--- src/hw/rtl/pidtw_pkg.sv ---
// Shared types, constants and field layout for the PID error twiddle tuner.
`default_nettype none
package pidtw_pkg;

    localparam int CTE_W       = 16;
    localparam int SUM_W       = 48;
    localparam int DERIV_W     = 17;
    localparam int GAIN_W      = 32;
    localparam int INIT_W      = 31;
    localparam int CNT_W       = 16;
    localparam int ROUND_W     = 16;
    localparam int PH_W        = 2;
    localparam int CMD_W       = 2;
    localparam int SQ_W        = 31;
    localparam int NUM_GAINS   = 3;
    localparam int CFG_INDEX_W = 3;
    localparam int CFG_DATA_W  = 31;

    // Output beat layout, lowest field first.
    localparam int OUT_PROP_LSB    = 0;
    localparam int OUT_SUM_LSB     = OUT_PROP_LSB + CTE_W;
    localparam int OUT_DERIV_LSB   = OUT_SUM_LSB + SUM_W;
    localparam int OUT_GP_LSB      = OUT_DERIV_LSB + DERIV_W;
    localparam int OUT_GI_LSB      = OUT_GP_LSB + GAIN_W;
    localparam int OUT_GD_LSB      = OUT_GI_LSB + GAIN_W;
    localparam int OUT_PHASE_LSB   = OUT_GD_LSB + GAIN_W;
    localparam int OUT_RESTART_BIT = OUT_PHASE_LSB + PH_W;
    localparam int OUT_ROUND_LSB   = OUT_RESTART_BIT + 1;
    localparam int OUT_USED_W      = OUT_ROUND_LSB + ROUND_W;
    localparam int OUT_W           = ((OUT_USED_W + 7) / 8) * 8;
    localparam int OUT_PAD_W       = OUT_W - OUT_USED_W;

    // Divide by five: (z * magic) >> 34 is exact for any 32-bit z.
    localparam logic [31:0] DIV5_MAGIC = 32'hCCCC_CCCD;
    localparam int          DIV5_SHIFT = 34;
    localparam int          PROD_W     = 64;
    localparam int          Q_W        = PROD_W - DIV5_SHIFT;

    localparam logic [INIT_W-1:0] STEP_TOL_RESET = 31'd328;
    localparam logic [CNT_W-1:0]  SETTLE_RESET   = 16'd200;
    localparam logic [CNT_W-1:0]  RUN_RESET      = 16'd2000;

    typedef logic [1:0] gain_sel_t;
    localparam gain_sel_t LAST_GAIN = gain_sel_t'(NUM_GAINS - 1);

    typedef enum logic [CMD_W-1:0] {
        CMD_SAMPLE = 2'd0,
        CMD_INIT   = 2'd1,
        CMD_RESUME = 2'd2
    } cmd_t;

    typedef enum logic [PH_W-1:0] {
        PH_OFF     = 2'd0,
        PH_RUN     = 2'd1,
        PH_STANDBY = 2'd2
    } tune_phase_t;

    typedef enum logic [1:0] {
        GP_RAISE = 2'd0,
        GP_LOWER = 2'd1,
        GP_CHECK = 2'd2
    } gain_phase_t;

    typedef enum logic [CFG_INDEX_W-1:0] {
        CFG_KP_INITIAL     = 3'd0,
        CFG_KI_INITIAL     = 3'd1,
        CFG_KD_INITIAL     = 3'd2,
        CFG_STEP_TOLERANCE = 3'd3,
        CFG_SETTLE_SAMPLES = 3'd4,
        CFG_RUN_SAMPLES    = 3'd5,
        CFG_TUNE_ENABLE    = 3'd6
    } cfg_reg_t;

    typedef enum logic [1:0] {
        STEP_INIT = 2'd0,
        STEP_UP   = 2'd1,
        STEP_DOWN = 2'd2
    } step_op_t;

    typedef struct packed {
        logic                             valid;
        step_op_t                         op;
        gain_sel_t                        lane;
        logic [GAIN_W-1:0]                dp;
        logic [NUM_GAINS-1:0][INIT_W-1:0] init_gain;
    } step_req_t;

    typedef struct packed {
        logic              valid;
        gain_sel_t         lane;
        logic [GAIN_W-1:0] value;
    } step_wr_t;

endpackage
`default_nettype wire

--- src/hw/rtl/pid_error_twiddle_tuner.sv ---
// Top level: PID error tracker with twiddle gain tuning on stream ports.
`default_nettype none
// Each input beat carries a command in s_tuser (sample, init, resume) and a signed
// Q8.8 cross-track error in s_tdata; each accepted beat yields exactly one output
// beat with the P, I and D error terms, the three Q16.16 gains, the tuning phase,
// the restart flag and the twiddle round count. Items flow at one per clock while
// the step pipeline is idle and m_tready is high: the square of the sample is
// formed as the beat enters the input register, and the error terms, the run
// bookkeeping and the twiddle step on the gains are all done between the input
// register and the output register; the input register can take the next beat
// while a result waits on m_tready. The gain steps go through a small shared
// divide-by-ten pipeline, and the input stalls while it runs: an init beat holds
// the next beat through three steps of 0.3*K, and a rescale of a gain step (by
// 1.1 or 0.9) holds it until written back. Over a run of thousands of samples the
// rate stays near one beat per cycle. Configuration writes are always taken
// (cfg_ready is tied high) and should only arrive while no beat is in flight.
module pid_error_twiddle_tuner (
    input  logic                                  clk,
    input  logic                                  rst_n,
    // s_tdata: cte[15:0]
    input  logic                                  s_tvalid,
    output logic                                  s_tready,
    input  logic [pidtw_pkg::CTE_W-1:0]           s_tdata,
    // s_tuser: command[1:0]
    input  logic [pidtw_pkg::CMD_W-1:0]           s_tuser,
    // m_tdata: prop_error[15:0], integral_error[63:16], deriv_error[80:64],
    //   gain_p[112:81], gain_i[144:113], gain_d[176:145], tuning_phase[178:177],
    //   restart_request[179], round_count[195:180], zero pad[199:196]
    output logic                                  m_tvalid,
    input  logic                                  m_tready,
    output logic [pidtw_pkg::OUT_W-1:0]           m_tdata,
    input  logic                                  cfg_valid,
    output logic                                  cfg_ready,
    input  logic [pidtw_pkg::CFG_INDEX_W-1:0]     cfg_index,
    input  logic [pidtw_pkg::CFG_DATA_W-1:0]      cfg_data
);
    import pidtw_pkg::*;

    // Configuration registers
    logic [INIT_W-1:0] kp_init_reg;
    logic [INIT_W-1:0] ki_init_reg;
    logic [INIT_W-1:0] kd_init_reg;
    logic [INIT_W-1:0] step_tol_reg;
    logic [CNT_W-1:0]  settle_reg;
    logic [CNT_W-1:0]  run_len_reg;
    logic              tune_en_reg;

    // Input register
    logic                    in_vld_reg;
    cmd_t                    in_cmd_reg;
    logic signed [CTE_W-1:0] in_cte_reg;
    logic [SQ_W-1:0]         in_sq_reg;
    logic signed [CTE_W-1:0] s_cte;
    logic signed [31:0]      s_sq;

    // Tracker and tuner state
    logic signed [CTE_W-1:0]  last_reg,   last_next;
    logic signed [SUM_W-1:0]  esum_reg,   esum_next;
    logic [CNT_W-1:0]         cnt_reg,    cnt_next;
    logic [SUM_W-1:0]         runerr_reg, runerr_next;
    logic [SUM_W-1:0]         best_reg,   best_next;
    logic signed [GAIN_W-1:0] gains_reg   [NUM_GAINS];
    logic signed [GAIN_W-1:0] gains_next  [NUM_GAINS];
    logic [GAIN_W-1:0]        steps_reg   [NUM_GAINS];
    gain_phase_t              gphase_reg  [NUM_GAINS];
    gain_phase_t              gphase_next [NUM_GAINS];
    gain_sel_t                active_reg, active_next;
    tune_phase_t              phase_reg,  phase_next;
    logic [ROUND_W-1:0]       rounds_reg, rounds_next;

    // Output register
    logic             out_vld_reg;
    logic [OUT_W-1:0] out_data_reg;

    logic                      advance;
    logic                      step_busy;
    step_req_t                 step_req;
    step_wr_t                  step_wr;
    logic                      req_want;

    logic signed [DERIV_W-1:0] deriv_calc;
    logic signed [DERIV_W-1:0] deriv_out;
    logic                      restart;
    logic [SUM_W:0]            esum_wide;
    logic signed [SUM_W-1:0]   esum_sat;
    logic [CNT_W-1:0]          cnt_inc;
    logic [SUM_W:0]            acc_wide;
    logic [SUM_W-1:0]          runerr_acc;
    logic                      counted;
    logic                      run_end;
    logic [GAIN_W+1:0]         step_sum;
    logic                      over_tol;
    gain_sel_t                 g;
    logic [GAIN_W+2:0]         p_ext;
    logic [GAIN_W+2:0]         dp_ext;
    logic signed [GAIN_W+2:0]  gain_plus;
    logic signed [GAIN_W+2:0]  gain_minus2;
    logic                      better;
    logic                      move_on;
    logic [OUT_W-1:0]          result_data;

    function automatic logic signed [GAIN_W-1:0] sat_gain(input logic signed [GAIN_W+2:0] v);
        logic [3:0] top;
        top = v[GAIN_W+2:GAIN_W-1];
        if ((top == 4'b0000) || (top == 4'b1111))
            return v[GAIN_W-1:0];
        else if (v[GAIN_W+2])
            return {1'b1, {(GAIN_W-1){1'b0}}};
        else
            return {1'b0, {(GAIN_W-1){1'b1}}};
    endfunction

    // ---------------------------------------------------------------- config
    assign cfg_ready = 1'b1;

    always_ff @(posedge clk or negedge rst_n)
    begin
        if (!rst_n)
        begin
            kp_init_reg  <= '0;
            ki_init_reg  <= '0;
            kd_init_reg  <= '0;
            step_tol_reg <= STEP_TOL_RESET;
            settle_reg   <= SETTLE_RESET;
            run_len_reg  <= RUN_RESET;
            tune_en_reg  <= 1'b1;
        end
        else if (cfg_valid && cfg_ready)
        begin
            unique case (cfg_index)
                CFG_KP_INITIAL:     kp_init_reg  <= cfg_data;
                CFG_KI_INITIAL:     ki_init_reg  <= cfg_data;
                CFG_KD_INITIAL:     kd_init_reg  <= cfg_data;
                CFG_STEP_TOLERANCE: step_tol_reg <= cfg_data;
                CFG_SETTLE_SAMPLES: settle_reg   <= cfg_data[CNT_W-1:0];
                CFG_RUN_SAMPLES:    run_len_reg  <= cfg_data[CNT_W-1:0];
                CFG_TUNE_ENABLE:    tune_en_reg  <= cfg_data[0];
                default:            ;
            endcase
        end
    end

    // ---------------------------------------------------------------- handshake
    // Advance the held beat when the step pipeline is quiet and the output
    // register is free or being drained this cycle.
    assign advance  = in_vld_reg && !step_busy && (!out_vld_reg || m_tready);
    assign s_tready = !in_vld_reg || advance;

    assign s_cte = s_tdata;
    assign s_sq  = s_cte * s_cte;

    always_ff @(posedge clk or negedge rst_n)
    begin
        if (!rst_n)
            in_vld_reg <= 1'b0;
        else if (s_tready)
            in_vld_reg <= s_tvalid;
    end

    always_ff @(posedge clk)
    begin
        if (s_tvalid && s_tready)
        begin
            in_cmd_reg <= cmd_t'(s_tuser);
            in_cte_reg <= s_cte;
            in_sq_reg  <= s_sq[SQ_W-1:0];
        end
    end

    // ---------------------------------------------------------------- datapath
    assign deriv_calc = {in_cte_reg[CTE_W-1], in_cte_reg} - {last_reg[CTE_W-1], last_reg};

    // Integral: saturate to the signed 48-bit range.
    assign esum_wide = {esum_reg[SUM_W-1], esum_reg}
                     + {{(SUM_W+1-CTE_W){in_cte_reg[CTE_W-1]}}, in_cte_reg};
    assign esum_sat  = (esum_wide[SUM_W] == esum_wide[SUM_W-1]) ? esum_wide[SUM_W-1:0]
                     : (esum_wide[SUM_W] ? {1'b1, {(SUM_W-1){1'b0}}}
                                         : {1'b0, {(SUM_W-1){1'b1}}});

    assign cnt_inc    = (cnt_reg != '1) ? cnt_reg + 16'd1 : cnt_reg;
    assign counted    = cnt_inc > settle_reg;
    assign run_end    = cnt_inc >= run_len_reg;
    assign acc_wide   = {1'b0, runerr_reg} + {{(SUM_W+1-SQ_W){1'b0}}, in_sq_reg};
    assign runerr_acc = counted ? (acc_wide[SUM_W] ? '1 : acc_wide[SUM_W-1:0]) : runerr_reg;

    assign step_sum = {2'b00, steps_reg[0]} + {2'b00, steps_reg[1]} + {2'b00, steps_reg[2]};
    assign over_tol = step_sum > {3'b000, step_tol_reg};

    assign g           = (active_reg > LAST_GAIN) ? '0 : active_reg;
    assign p_ext       = {{3{gains_reg[g][GAIN_W-1]}}, gains_reg[g]};
    assign dp_ext      = {3'b000, steps_reg[g]};
    assign gain_plus   = p_ext + dp_ext;
    assign gain_minus2 = p_ext - {dp_ext[GAIN_W+1:0], 1'b0};
    assign better      = runerr_acc < best_reg;

    always_comb
    begin
        last_next   = last_reg;
        esum_next   = esum_reg;
        cnt_next    = cnt_reg;
        runerr_next = runerr_reg;
        best_next   = best_reg;
        for (int i = 0; i < NUM_GAINS; i++)
        begin
            gains_next[i]  = gains_reg[i];
            gphase_next[i] = gphase_reg[i];
        end
        active_next = active_reg;
        phase_next  = phase_reg;
        rounds_next = rounds_reg;
        deriv_out   = '0;
        restart     = 1'b0;
        move_on     = 1'b0;
        req_want    = 1'b0;
        step_req    = '0;
        step_req.lane = g;
        step_req.dp   = steps_reg[g];
        step_req.init_gain[0] = kp_init_reg;
        step_req.init_gain[1] = ki_init_reg;
        step_req.init_gain[2] = kd_init_reg;

        unique case (in_cmd_reg)
            CMD_SAMPLE:
            begin
                deriv_out = deriv_calc;
                last_next = in_cte_reg;
                esum_next = esum_sat;
                if (phase_reg == PH_RUN)
                begin
                    cnt_next    = cnt_inc;
                    runerr_next = runerr_acc;
                    if (run_end)
                    begin
                        cnt_next    = '0;
                        runerr_next = '0;
                        if (over_tol)
                        begin
                            restart     = 1'b1;
                            active_next = g;
                            if (rounds_reg != '1)
                                rounds_next = rounds_reg + 16'd1;
                            // One twiddle step on the active gain.
                            unique case (gphase_reg[g])
                                GP_RAISE:
                                begin
                                    gains_next[g]  = sat_gain(gain_plus);
                                    gphase_next[g] = GP_LOWER;
                                end
                                GP_LOWER:
                                begin
                                    if (better)
                                    begin
                                        best_next      = runerr_acc;
                                        req_want       = 1'b1;
                                        step_req.op    = STEP_UP;
                                        gphase_next[g] = GP_RAISE;
                                        move_on        = 1'b1;
                                    end
                                    else
                                    begin
                                        gains_next[g]  = sat_gain(gain_minus2);
                                        gphase_next[g] = GP_CHECK;
                                    end
                                end
                                default:
                                begin
                                    req_want = 1'b1;
                                    if (better)
                                    begin
                                        best_next   = runerr_acc;
                                        step_req.op = STEP_UP;
                                    end
                                    else
                                    begin
                                        gains_next[g] = sat_gain(gain_plus);
                                        step_req.op   = STEP_DOWN;
                                    end
                                    gphase_next[g] = GP_RAISE;
                                    move_on        = 1'b1;
                                end
                            endcase
                            if (move_on)
                            begin
                                if (g == LAST_GAIN)
                                begin
                                    active_next = '0;
                                    phase_next  = PH_STANDBY;
                                end
                                else
                                begin
                                    active_next = g + 2'd1;
                                end
                            end
                        end
                        else
                        begin
                            phase_next = PH_OFF;
                        end
                    end
                end
            end
            CMD_INIT:
            begin
                gains_next[0] = {1'b0, kp_init_reg};
                gains_next[1] = {1'b0, ki_init_reg};
                gains_next[2] = {1'b0, kd_init_reg};
                for (int i = 0; i < NUM_GAINS; i++)
                    gphase_next[i] = GP_RAISE;
                last_next   = '0;
                esum_next   = '0;
                runerr_next = '0;
                cnt_next    = '0;
                best_next   = '1;
                active_next = '0;
                rounds_next = '0;
                phase_next  = tune_en_reg ? PH_RUN : PH_OFF;
                req_want    = 1'b1;
                step_req.op = STEP_INIT;
            end
            CMD_RESUME:
            begin
                if (phase_reg == PH_STANDBY)
                    phase_next = PH_RUN;
            end
            default: ;
        endcase

        step_req.valid = req_want && advance;
    end

    pidtw_step_unit u_step (
        .clk  (clk),
        .rst_n(rst_n),
        .req  (step_req),
        .wr   (step_wr),
        .busy (step_busy)
    );

    // ---------------------------------------------------------------- state
    always_ff @(posedge clk or negedge rst_n)
    begin
        if (!rst_n)
        begin
            last_reg   <= '0;
            esum_reg   <= '0;
            cnt_reg    <= '0;
            runerr_reg <= '0;
            best_reg   <= '1;
            for (int i = 0; i < NUM_GAINS; i++)
            begin
                gains_reg[i]  <= '0;
                steps_reg[i]  <= '0;
                gphase_reg[i] <= GP_RAISE;
            end
            active_reg <= '0;
            phase_reg  <= PH_OFF;
            rounds_reg <= '0;
        end
        else
        begin
            if (advance)
            begin
                last_reg   <= last_next;
                esum_reg   <= esum_next;
                cnt_reg    <= cnt_next;
                runerr_reg <= runerr_next;
                best_reg   <= best_next;
                for (int i = 0; i < NUM_GAINS; i++)
                begin
                    gains_reg[i]  <= gains_next[i];
                    gphase_reg[i] <= gphase_next[i];
                end
                active_reg <= active_next;
                phase_reg  <= phase_next;
                rounds_reg <= rounds_next;
            end
            // Write back a rescaled step; the input stays held until it lands.
            if (step_wr.valid)
                steps_reg[step_wr.lane] <= step_wr.value;
        end
    end

    // ---------------------------------------------------------------- result
    assign result_data = {{OUT_PAD_W{1'b0}}, rounds_next, restart, phase_next,
                          gains_next[2], gains_next[1], gains_next[0],
                          deriv_out, esum_next, last_next};

    always_ff @(posedge clk or negedge rst_n)
    begin
        if (!rst_n)
            out_vld_reg <= 1'b0;
        else if (advance)
            out_vld_reg <= 1'b1;
        else if (m_tready)
            out_vld_reg <= 1'b0;
    end

    always_ff @(posedge clk)
    begin
        if (advance)
            out_data_reg <= result_data;
    end

    assign m_tvalid = out_vld_reg;
    assign m_tdata  = out_data_reg;

endmodule
`default_nettype wire

--- src/hw/rtl/pidtw_step_unit.sv ---
// Gain step scaler: 0.3*K, 1.1*dp and 0.9*dp with round half up, pipelined.
`default_nettype none
module pidtw_step_unit (
    input  logic                 clk,
    input  logic                 rst_n,
    input  pidtw_pkg::step_req_t req,
    output pidtw_pkg::step_wr_t  wr,
    output logic                 busy
);
    import pidtw_pkg::*;

    logic              pend_vld_reg;
    gain_sel_t         pend_lane_reg;
    logic [INIT_W-1:0] kq_reg [NUM_GAINS];

    logic              iss_vld;
    step_op_t          iss_op;
    gain_sel_t         iss_lane;
    logic [32:0]       iss_y;

    logic              a_vld_reg;
    step_op_t          a_op_reg;
    gain_sel_t         a_lane_reg;
    logic [GAIN_W-1:0] a_dp_reg;
    logic [31:0]       a_z_reg;

    logic              b_vld_reg;
    step_op_t          b_op_reg;
    gain_sel_t         b_lane_reg;
    logic [GAIN_W-1:0] b_dp_reg;
    logic [Q_W-1:0]    b_q_reg;
    logic [PROD_W-1:0] a_prod;
    logic [32:0]       up_sum;

    // Init jobs come from the captured gains; rescale jobs go out at once.
    assign iss_vld  = pend_vld_reg || (req.valid && (req.op != STEP_INIT));
    assign iss_op   = pend_vld_reg ? STEP_INIT : req.op;
    assign iss_lane = pend_vld_reg ? pend_lane_reg : req.lane;

    // floor(y/10) = floor(floor(y/2)/5)
    always_comb
    begin
        unique case (iss_op)
            STEP_INIT: iss_y = {2'b00, kq_reg[0]} + {1'b0, kq_reg[0], 1'b0} + 33'd5;
            STEP_UP:   iss_y = {1'b0, req.dp} + 33'd5;
            STEP_DOWN: iss_y = {1'b0, req.dp} + 33'd4;
            default:   iss_y = '0;
        endcase
    end

    always_ff @(posedge clk or negedge rst_n)
    begin
        if (!rst_n)
        begin
            pend_vld_reg  <= 1'b0;
            pend_lane_reg <= '0;
            a_vld_reg     <= 1'b0;
            b_vld_reg     <= 1'b0;
        end
        else
        begin
            if (req.valid && (req.op == STEP_INIT))
            begin
                pend_vld_reg  <= 1'b1;
                pend_lane_reg <= '0;
            end
            else if (pend_vld_reg)
            begin
                if (pend_lane_reg == LAST_GAIN)
                    pend_vld_reg <= 1'b0;
                pend_lane_reg <= pend_lane_reg + 2'd1;
            end
            a_vld_reg <= iss_vld;
            b_vld_reg <= a_vld_reg;
        end
    end

    always_ff @(posedge clk)
    begin
        if (req.valid && (req.op == STEP_INIT))
        begin
            for (int i = 0; i < NUM_GAINS; i++)
                kq_reg[i] <= req.init_gain[i];
        end
        else if (pend_vld_reg)
        begin
            for (int i = 0; i < NUM_GAINS - 1; i++)
                kq_reg[i] <= kq_reg[i+1];
        end
        if (iss_vld)
        begin
            a_op_reg   <= iss_op;
            a_lane_reg <= iss_lane;
            a_dp_reg   <= req.dp;
            a_z_reg    <= iss_y[32:1];
        end
        if (a_vld_reg)
        begin
            b_op_reg   <= a_op_reg;
            b_lane_reg <= a_lane_reg;
            b_dp_reg   <= a_dp_reg;
            b_q_reg    <= a_prod[PROD_W-1:DIV5_SHIFT];
        end
    end

    assign a_prod = {32'b0, a_z_reg} * {32'b0, DIV5_MAGIC};
    assign up_sum = {1'b0, b_dp_reg} + {3'b000, b_q_reg};

    always_comb
    begin
        wr.valid = b_vld_reg;
        wr.lane  = b_lane_reg;
        unique case (b_op_reg)
            STEP_INIT: wr.value = {2'b00, b_q_reg};
            STEP_UP:   wr.value = up_sum[32] ? '1 : up_sum[31:0];
            STEP_DOWN: wr.value = b_dp_reg - {2'b00, b_q_reg};
            default:   wr.value = b_dp_reg;
        endcase
    end

    assign busy = pend_vld_reg || a_vld_reg || b_vld_reg;

endmodule
`default_nettype wire

--- config.mk ---
export PLATFORM = sky130hd
export DESIGN_NAME = pid_error_twiddle_tuner
export DESIGN_NICKNAME = d
export VERILOG_FILES = /design/src/hw/rtl/pidtw_pkg.sv /design/src/hw/rtl/pid_error_twiddle_tuner.sv /design/src/hw/rtl/pidtw_step_unit.sv
export SDC_FILE = /design/constraint.sdc
export NUM_CORES = 2
export LEC_CHECK = 0
export ABC_CLOCK_PERIOD_IN_PS = 16750
export BUFFER_PORTS_ARGS = -buffer_cell sky130_fd_sc_hd__clkbuf_2
export CAP_MARGIN = 20
export CORE_ASPECT_RATIO = 1.2
export CORE_MARGIN = 4
export CORE_UTILIZATION = 60
export DETAILED_ROUTE_END_ITERATION = 10
export GPL_TIMING_DRIVEN = 0
export PLACE_DENSITY = 0.73
export RECOVER_POWER = 25
export SLEW_MARGIN = 15
export SYNTH_ARGS = -nofsm -noshare
export SYNTH_HDL_FRONTEND = slang
export SYNTH_SLANG_ARGS = --single-unit
--- constraint.sdc ---
create_clock -name clk -period 16.75 [get_ports clk]
set_clock_uncertainty 0.1 [all_clocks]
set_input_delay 1.675 -clock clk [delete_from_list [all_inputs] [get_ports clk]]
set_output_delay 1.675 -clock clk [all_outputs]
set_load 0.03 [all_outputs]
==> flow_summary.rst <==
.. list-table::
   :header-rows: 1

   * - Metric
     - Value
   * - Unrepaired setup endpoints after global routing
     - false
   * - First-pass GRT wire length
     - between 400000 and 500000 um
   * - Classification of the worst-slack hold path
     - flip-flop to flip-flop
   * - Number of pins exceeding their max-slew limit in the final report
     - 386
   * - Top-count cell post-synth
     - inv_1
   * - Total setup buffers inserted after CTS
     - 0
   * - Slew Limit Headroom
     - -246%
   * - Cell count after synthesis
     - roughly 8800
   * - Clock buffer count from CTS
     - 105
   * - Vias in the first global route
     - between 70000 and 80000
   * - Max reg flops
     - 196
   * - Post-route core utilization
     - between 60 and 70%
   * - Startpoint of the most critical hold path
     - u_step.a_dp_reg[15]
   * - Largest net degree at the start of global routing
     - 93
   * - Setup tns final
     - 0 ns
   * - Number of enable flip-flop cells after synthesis
     - between 400 and 500
   * - Number of clock sinks
     - ~1000
   * - Period utilisation layout
     - about two thirds
   * - #FFs+latches synth
     - 1028
   * - Antenna violations before repair
     - 18
   * - Maximum fanout along the worst path
     - 10
   * - Cts hold-fix bufs
     - 0
   * - Final antenna-violating net count
     - 0
   * - Violations in the final reports
     - max-capacitance violations, max-slew violations
   * - Number of nets in the final layout
     - around 11000
   * - FP Rows
     - ~150
   * - Reg2Reg Depth
     - 36
   * - Clk Latency, worst-skew pair
     - just under 0.8 ns
   * - Synthesized area per cell
     - 9.89 sq um
   * - H-Tree Level Count
     - 3
   * - Initial core utilization
     - 60.6%
   * - Die extent in y
     - roughly 430 um
   * - Outcome
     - finished with violations
   * - Worst setup margin
     - about 5.4 ns
   * - Via/cell ratio
     - about 6.3
   * - Biggest area contributors in the synthesized netlist
     - edfxtp_1, fa_1, dfrtp_1
   * - Cell with the largest stage delay on the worst path
     - clkbuf_1
   * - TritonCTS clock tree
     - yes
   * - Minimum setup slack after placement
     - ~6.0 ns
   * - DRC violation total after the first TritonRoute iteration
     - just over 7000
   * - Warning count from the yosys run
     - 0
   * - Synth-to-Final Area Change
     - 9.02%
   * - Share of final-layout standard cells stronger than drive strength 1
     - under 10%
   * - Placed cells
     - 11000
   * - Number of endpoints failing setup at the final stage
     - 0
   * - Post-synthesis async set-or-reset flop share
     - a little over half
   * - Number of port buffers
     - approximately 250
   * - Cell area after synthesis
     - 0.0871 sq mm
   * - Final Hold Viols
     - 0
   * - Capturing instance or port of the critical path
     - m_tdata[96]
   * - Transition time of the tightest slew-check pin
     - 5.18 ns
   * - Master cell of the clock root buffer
     - clkbuf_16
   * - Fmax
     - 87.7 MHz
   * - Leading cell types by count after synthesis
     - inv_1, ha_1, fa_1
   * - Reg-to-Reg Start
     - cnt_reg[3]
   * - Total half-perimeter wirelength after legalization and detailed placement
     - around 240000 um
   * - R2r setup slk
     - around 5.4 ns
   * - GPL Wtd Cong
     - about 1.1
   * - Ys flop type
     - dfrtp_1
   * - Required time of the worst setup path
     - 17.11 ns
   * - Horizontal die dimension
     - roughly 360 um
   * - Number of maximum-capacitance violations
     - 6
   * - Boundary pin count
     - 260
   * - Portion of synthesized cell area occupied by the leading cell type
     - between 10% and 20%
   * - Max stage delay on crit path
     - ~0.9 ns
   * - All-layer global routing usage
     - 39.4%
   * - Cell type with the highest aggregate area in the netlist
     - edfxtp_1
   * - DRC viols
     - 0
   * - Total routed wirelength
     - around 300000 um
   * - Arr. time, crit path
     - 11.76 ns
   * - Core region area
     - between 0.1 and 0.15 sq mm
   * - Average routed wire per standard cell
     - between 20 and 30 um
   * - Min Tclk post-route
     - roughly 11 ns
   * - Clock transition at the register clock pins on the worst setup and hold paths after CTS
     - 0.06 ns
   * - Cell variety after synth
     - 107
   * - Overall die area
     - between 0.15 and 0.2 sq mm
   * - Crit start category
     - flip-flop
   * - DR vias
     - approximately 70000
   * - Non-filler instance count after layout
     - about 11000
   * - Number of inserted filler cells in the final layout
     - 11500
   * - CP Class
     - flip-flop to flip-flop
   * - Register area share after synthesis
     - approximately a third
   * - First drt pass iteration count
     - 8
   * - CTS resizes
     - 0
   * - CTS max path bufs
     - 3
   * - Crit. Startpoint
     - cnt_reg[3]
   * - Endpoint type of the worst setup path
     - flip-flop
   * - Global-route congestion overflow total
     - 0
   * - Capturing point of the worst reg2reg path
     - m_tdata[96]
## area by class of cell
class / instances / area (sq um) / area share, %
sequential: 1028 / 28200 / 29.7
tap: 1925 / 2410 / 2.54
multi-input combinational: 6188 / 52900 / 55.8
timing repair buffer: 292 / 1740 / 1.83
buffer: 316 / 1280 / 1.35
clock inverter: 63 / 759 / 0.800
clock buffer: 136 / 2840 / 2.99
antenna: 9 / 22.5 / 0.0237
inverter: 1280 / 4800 / 5.06
## logic make-up after synthesis
group / share of synthesized area, %
DFF: 32.3
adders and majority gates: 28.1
and+or+nand+nor: 9.64
buffers and inverters: 6.98
other: 0.00862
xor gates and xnor gates: 3.35
AOI/OAI and AO/OA: 15.9
muxes: 3.70
## through the flow
step           instance area, sq um  hold WS, ns
2_1_floorplan                 87100        0.300
3_3_place_gp                  90800        0.301
3_5_place_dp                  91400        0.305
4_1_cts                       95000        0.295
5_1_grt                       94900        0.315
6_report                      94900        0.303
## layout by cell type (no fill, tap or decap), types with 133 or more instances in the layout
| master | n |
|---|---|
| a21o_1 | 178 |
| a21oi_1 | 545 |
| clkbuf_1 | 281 |
| clkbuf_2 | 238 |
| dfrtp_1 | 497 |
| edfxtp_1 | 470 |
| fa_1 | 688 |
| ha_1 | 851 |
| inv_1 | 1277 |
| mux2_2 | 209 |
| nand2_1 | 627 |
| nor2_1 | 570 |
| o21ai_0 | 542 |
| o22ai_1 | 133 |
| xnor2_1 | 239 |
## critical path: cells and delay by family, from the launching register on
| kind | cells | cell delay, ns |
|---|---|---|
| AOI/OAI and AO/OA | 7 | 2.91 |
| DFF | 1 | 0.46 |
| xor gates and xnor gates | 2 | 0.36 |
| adders and majority gates | 2 | 0.64 |
| buffers and inverters | 3 | 1.60 |
| and+or+nand+nor | 22 | 4.98 |
## worst min-delay path by stage
stage	slack, ns	cells after the start	end
2_1_floorplan	0.30	0	u_step.b_dp_reg[0]
3_3_place_gp	0.30	0	u_step.b_dp_reg[25]
3_5_place_dp	0.30	0	u_step.b_dp_reg[20]
4_1_cts	0.29	0	u_step.b_dp_reg[16]
5_1_grt	0.32	0	u_step.b_dp_reg[16]
6_report	0.30	0	u_step.b_dp_reg[15]
## metal layers
metal,routed length (um),GRT usage [%]
met4,28400,30.1
met1,107000,46.5
met2,138000,63.7
met3,25100,7.70
met5,82,0
Power is not shown: default switching activity piles up to over one toggle a cycle in this logic, so the estimate is an artifact.
